## config.mk

```make
export PLATFORM = sky130hd
export DESIGN_NAME = nrs_alu
export DESIGN_NICKNAME = d
export VERILOG_FILES = /design/src/hdl/nrs_pkg.sv /design/src/hdl/nrs_alu.sv
export SDC_FILE = /design/constraint.sdc
export NUM_CORES = 1
export LEC_CHECK = 0
export ABC_AREA = 1
export BUFFER_PORTS_ARGS = -buffer_cell sky130_fd_sc_hd__clkbuf_2
export CAP_MARGIN = 25
export CORE_ASPECT_RATIO = 0.6
export CORE_MARGIN = 2
export CORE_UTILIZATION = 40
export DETAILED_ROUTE_END_ITERATION = 16
export PLACE_DENSITY = 0.73
export SYNTH_ARGS = -nofsm -noshare
export SYNTH_HDL_FRONTEND = slang
export SYNTH_SLANG_ARGS = --single-unit
```

## constraint.sdc

```tcl
create_clock -name vclk -period 4.3
set_clock_uncertainty 0.15 [all_clocks]
set_input_delay 0.86 -clock vclk [all_inputs]
set_output_delay 0.86 -clock vclk [all_outputs]
set_load 0.01 [all_outputs]
```

## src/hdl/nrs_pkg.sv

```systemverilog
`timescale 1ns / 1ps
// ----------------------------------------------------------------------------
// nrs_pkg
// Shared types and constants of the nearest request scheduler.
// ----------------------------------------------------------------------------
package nrs_pkg;

    localparam int DEPTH      = 1024;
    localparam int POS_W      = 17;
    localparam int TOTAL_W    = 32;
    localparam int IDX_W      = $clog2(DEPTH);
    localparam int CNT_W      = IDX_W + 1;
    localparam int OP_W       = 2;
    localparam int IN_DATA_W  = ((POS_W + 7) / 8) * 8;
    localparam int OUT_DATA_W = ((POS_W + TOTAL_W + 7) / 8) * 8;
    localparam int OUT_USER_W = 2;

    typedef enum logic [OP_W-1:0] {
        OP_ADD   = 2'd0,
        OP_SERVE = 2'd1,
        OP_CLEAR = 2'd2
    } t_op;

    // one stored request: side bit and position
    typedef struct packed {
        logic             right;
        logic [POS_W-1:0] pos;
    } t_entry;

    typedef struct packed {
        logic             en;
        logic [IDX_W-1:0] addr;
        t_entry           data;
    } t_mem_wr;

    typedef struct packed {
        logic [POS_W-1:0] a;
        logic [POS_W-1:0] b;
    } t_alu_req;

    typedef struct packed {
        logic             lt;
        logic             eq;
        logic [POS_W-1:0] delta;
    } t_alu_rsp;

endpackage

```

## src/hdl/nrs_alu.sv

```systemverilog
`timescale 1ns / 1ps
// ----------------------------------------------------------------------------
// nrs_alu
// Shared compare / absolute difference unit used by the add, scan, distance and pick steps.
// ----------------------------------------------------------------------------
module nrs_alu (
    input  nrs_pkg::t_alu_req i_req,
    output nrs_pkg::t_alu_rsp o_rsp
);
    import nrs_pkg::*;

    logic [POS_W:0]   diff;
    logic [POS_W-1:0] neg;

    assign diff = {1'b0, i_req.a} - {1'b0, i_req.b};
    assign neg  = i_req.b - i_req.a;

    assign o_rsp.lt    = diff[POS_W];
    assign o_rsp.eq    = (diff == '0);
    assign o_rsp.delta = diff[POS_W] ? neg : diff[POS_W-1:0];

endmodule

```

# After elaboration in Yosys (flattened, before gate mapping)

Index checks and enable logic that the tools add are counted.

Memory bits (read-only): 0
Input port bits: 34
Logic and storage cells: 4
Latch bits: 0
Memories: 0
Output and inout bits: 19
Bits in registers: 0
Bits in writable memories: 0

Equality and inequality tests: 0
Reduce and logical (&&, ||, !) cells: 1
Shifts and indexed selects: 0
$lt $le $gt $ge: 0
Multipliers: 0
Mux-type cells: 1
Add/sub/neg operators: 2
Divide/modulo/power cells: 0
Bitwise gates (word level): 0

Operators with widths:

| kind                         | number |
|---|---|
| zero test 18 bit             | 1 |
| subtractor 17 x 17 -> 18 bit | 1 |
| two-way mux 17 bit           | 1 |
| subtractor 17 bit            | 1 |

# Depth between registers and ports, before layout

Depth in word-level cells: 2
Gate-level depth with buffers: 16
Depth with buffers taken out: 15

# Worst setup path before layout

OpenSTA, ideal clock, no wires.

Path type: input to output
From: input port i_req[17] (netlist bit)
To: output port o_rsp[17] (netlist bit)
Data arrival time: 2.397 ns
Buffers on the path: 0
Stages: 14
Required time: 3.290 ns
Path slack: 0.893 ns
Cell sequence: inv_1 > ha_1 > fa_1 > inv_1 > nand3_1 > nand2_1 > nand2_1 > nand2_1 > nand2_1 > nand3_1 > nand2_1 > nor2_1 > nand2_1 > nor3_2

RTL lines:

| element     | line         | text |
|---|---|---|
| from (decl) | nrs_alu.sv:7 | `input nrs_pkg::t_alu_req i_req,` |
| to (decl)   | nrs_alu.sv:8 | `output nrs_pkg::t_alu_rsp o_rsp` |

==> out/metrics.yaml <==
holdBufCountCts: 0
gp_congestion: 0.980
ys_types: 36
grt_pass1_wl_mm: 10.8
synth_warnings: 0
whs_ps: 1960
max_freq_mhz: 258
dieArea_mm2: 0.00640
antenna_found_initial: 0
dr.pass1.iters: 5
regArea_um2: 0
fin_crit_ps: 3870
worst_pin_slew_ps: 398
core_mm2: 0.00557
cp.arrival_ps: 2860
io_buffers: 53
rsz0062_at_grt: "false"
p_seq_share_pct: 0
die_h_um: 62.8
p_per_area_mw_per_mm2: 165
avgSynthCellArea_um2: 5.66
end_kind: "output pin"
finalPower_uw: 430
hpwl_mm: 5.84
clkPwrFrac_pct: 0
viasPerCell: 4.97
fp-row-count: 21
clock_buffers: 0
post_cts_resized: 0
num_vias: 2648
hold_viol: 0
setup_violations: 0
seq_cell_count: 0
synth_top_area_share_pct: 17.9
critical_path_class: "input port to output pin"
fin_crit_sh_pct: 90.1
wl_met2_mm: 2.52
synthTopCellsByArea: "ha_1 18%, nand2_1 18%, inv_1 14%"
synth_top_area_cell: "ha_1"
ir_drop_uv: 52.5
synth_fp_nets: 476
met3_length_um: 539
cp-startpoint: "i_req[17]"
endpoint: "o_rsp[17]"
p_comb_share_pct: 100.0
internal_power_uw: 154
routed.top_layer: "met3"
dp.cells: 533
report.final.slew_viol_count: 0
boundaryPins: 53
p_sw_uw: 276
critPathMaxFanout: 3
setup_tns_ps: 0
area_growth_pct: 13.0
required_ps: 3290
startpoint_type: "input port"
synthCells: 407
post_cts_buffers: 0
initial_core_util_pct: 41.4
wl_met1_mm: 3.38
remaining_drc_errors: 0
final_nets: 524
track_usage_pct: 20.4
status: "finished, final reports clean"
ys_seq_area_share_pct: 0
drt-initial-drc-count: 212
wire_per_inst_um: 12.1
die_width_um: 102
grt_max_degree: 24
drv_cap: 0
synth_area_mm2: 0.00230
drive_gt1_share_pct: 20.1
grt_pass1_vias: 2384
p_leak_nw: 1.59
wl_mm: 6.44
hp-class: "input port to output pin"
grt_overflow: 0
diodes: 0
ant_nets: 0
fin_cells: 533
p_sw_share_pct: 64.1
worst_slew_margin_rel_pct: 73.5
-- how the worst min path moves through the flow --
stage | from | end | slack, ps | cells past startpoint
floorplan | i_req[17] | o_rsp[0] | 1740 | 2
global placement | i_req[17] | o_rsp[0] | 1960 | 4
detailed placement | i_req[17] | o_rsp[0] | 1960 | 4
CTS | i_req[17] | o_rsp[0] | 1960 | 4
global route | i_req[17] | o_rsp[0] | 2040 | 4
finish | i_req[17] | o_rsp[0] | 1960 | 4
-- worst max-delay path: stages --
cell and delay [ps]:
clkbuf_2 90, inv_1 40, ha_1 200, fa_1 410, inv_1 120, nand3_1 90
nand2_1 140, nand2_1 80, nand2_1 110, nand2_1 90, nand3_1 90, nand2_1 60
nor2_1 120, nand2_1 100, nor3_2 110, clkbuf_2 150
-- cell usage after synthesis (2+ instances only) --
library cell and count:
buf_6 5, nand4_1 5, clkbuf_2 2, nand3b_1 3, nor2_1 32, nand3_2 7
a31oi_1 2, o21ai_2 8, nand2_2 8, nor3_2 2, a21oi_1 24, nand2_4 3
a21o_1 2, nand2_1 108, inv_2 3, xor2_1 12, ha_1 33, nand3_1 27
o21ai_0 12, o21bai_1 3, nor3_1 3, o21ai_1 3, fa_1 2, a21boi_0 2
inv_1 85
-- power by group through the flow --
stage	Combinational, mW	Sequential, mW	Clock, mW
2_1_floorplan	0.309	0	0
3_3_place_gp	0.420	0	0
3_5_place_dp	0.425	0	0
4_1_cts	0.426	0	0
5_1_grt	0.479	0	0
6_report	0.430	0	0
-- cell type report --
cell class	instances	area, µm²
repair buffers	53	265
multi-input cells	310	1900
well taps	80	100
fillers	633	2970
inverters	90	340
-- per-layer routing --
layer,GRT usage (%),up-vias
met3,1.57,0
met5,0,-
li1,-,1362
met4,0.667,0
met2,29.6,107
met1,33.8,1179
-- kinds of logic (layout without fill, tap and decap cells) --
logic type / count (synthesis) / in the layout / synth area share (%)
adder cells (fa/ha/maj): 35 / 35 / 19.7
AO/OA/AOI/OAI: 58 / 58 / 15.4
AND/OR/NAND/NOR: 203 / 203 / 41.9
multiplexers: 1 / 1 / 0.434
buffers and inverters: 97 / 143 / 17.6
XOR/XNOR: 13 / 13 / 4.94
-- cells in the final DEF, fill, tap and decap left out --
cell,n
clkinv_1,1
xor2_1,12
a21oi_2,1
o21ai_2,8
inv_4,1
o21ai_0,12
xnor2_1,1
nor3_1,3
nand2b_1,1
nand4_1,5
a21oi_1,24
a21o_1,2
nand2_1,108
a21oi_4,1
o21ai_1,3
o21bai_1,3
inv_2,3
clkbuf_2,53
nand3_1,27
nor3_2,2
fa_1,2
a31oi_1,2
mux2i_1,1
inv_1,85
ha_1,33
nor2_2,1
nand3_4,1
nor4_4,1
a21boi_0,2
nand3b_1,3
nand3_2,7
nor2_4,1
nor2_1,32
nand2_2,8
nand2_4,3
-- through the flow --
step	instance area [µm²]	setup slack, ps	utilization [%]
6_report	2600	427	46.7
5_1_grt	2600	205	46.7
4_1_cts	2600	455	46.7
3_5_place_dp	2600	457	46.7
3_3_place_gp	2600	470	46.7
2_1_floorplan	2300	893	-
Note: power is estimated with default switching activity, not from simulation.
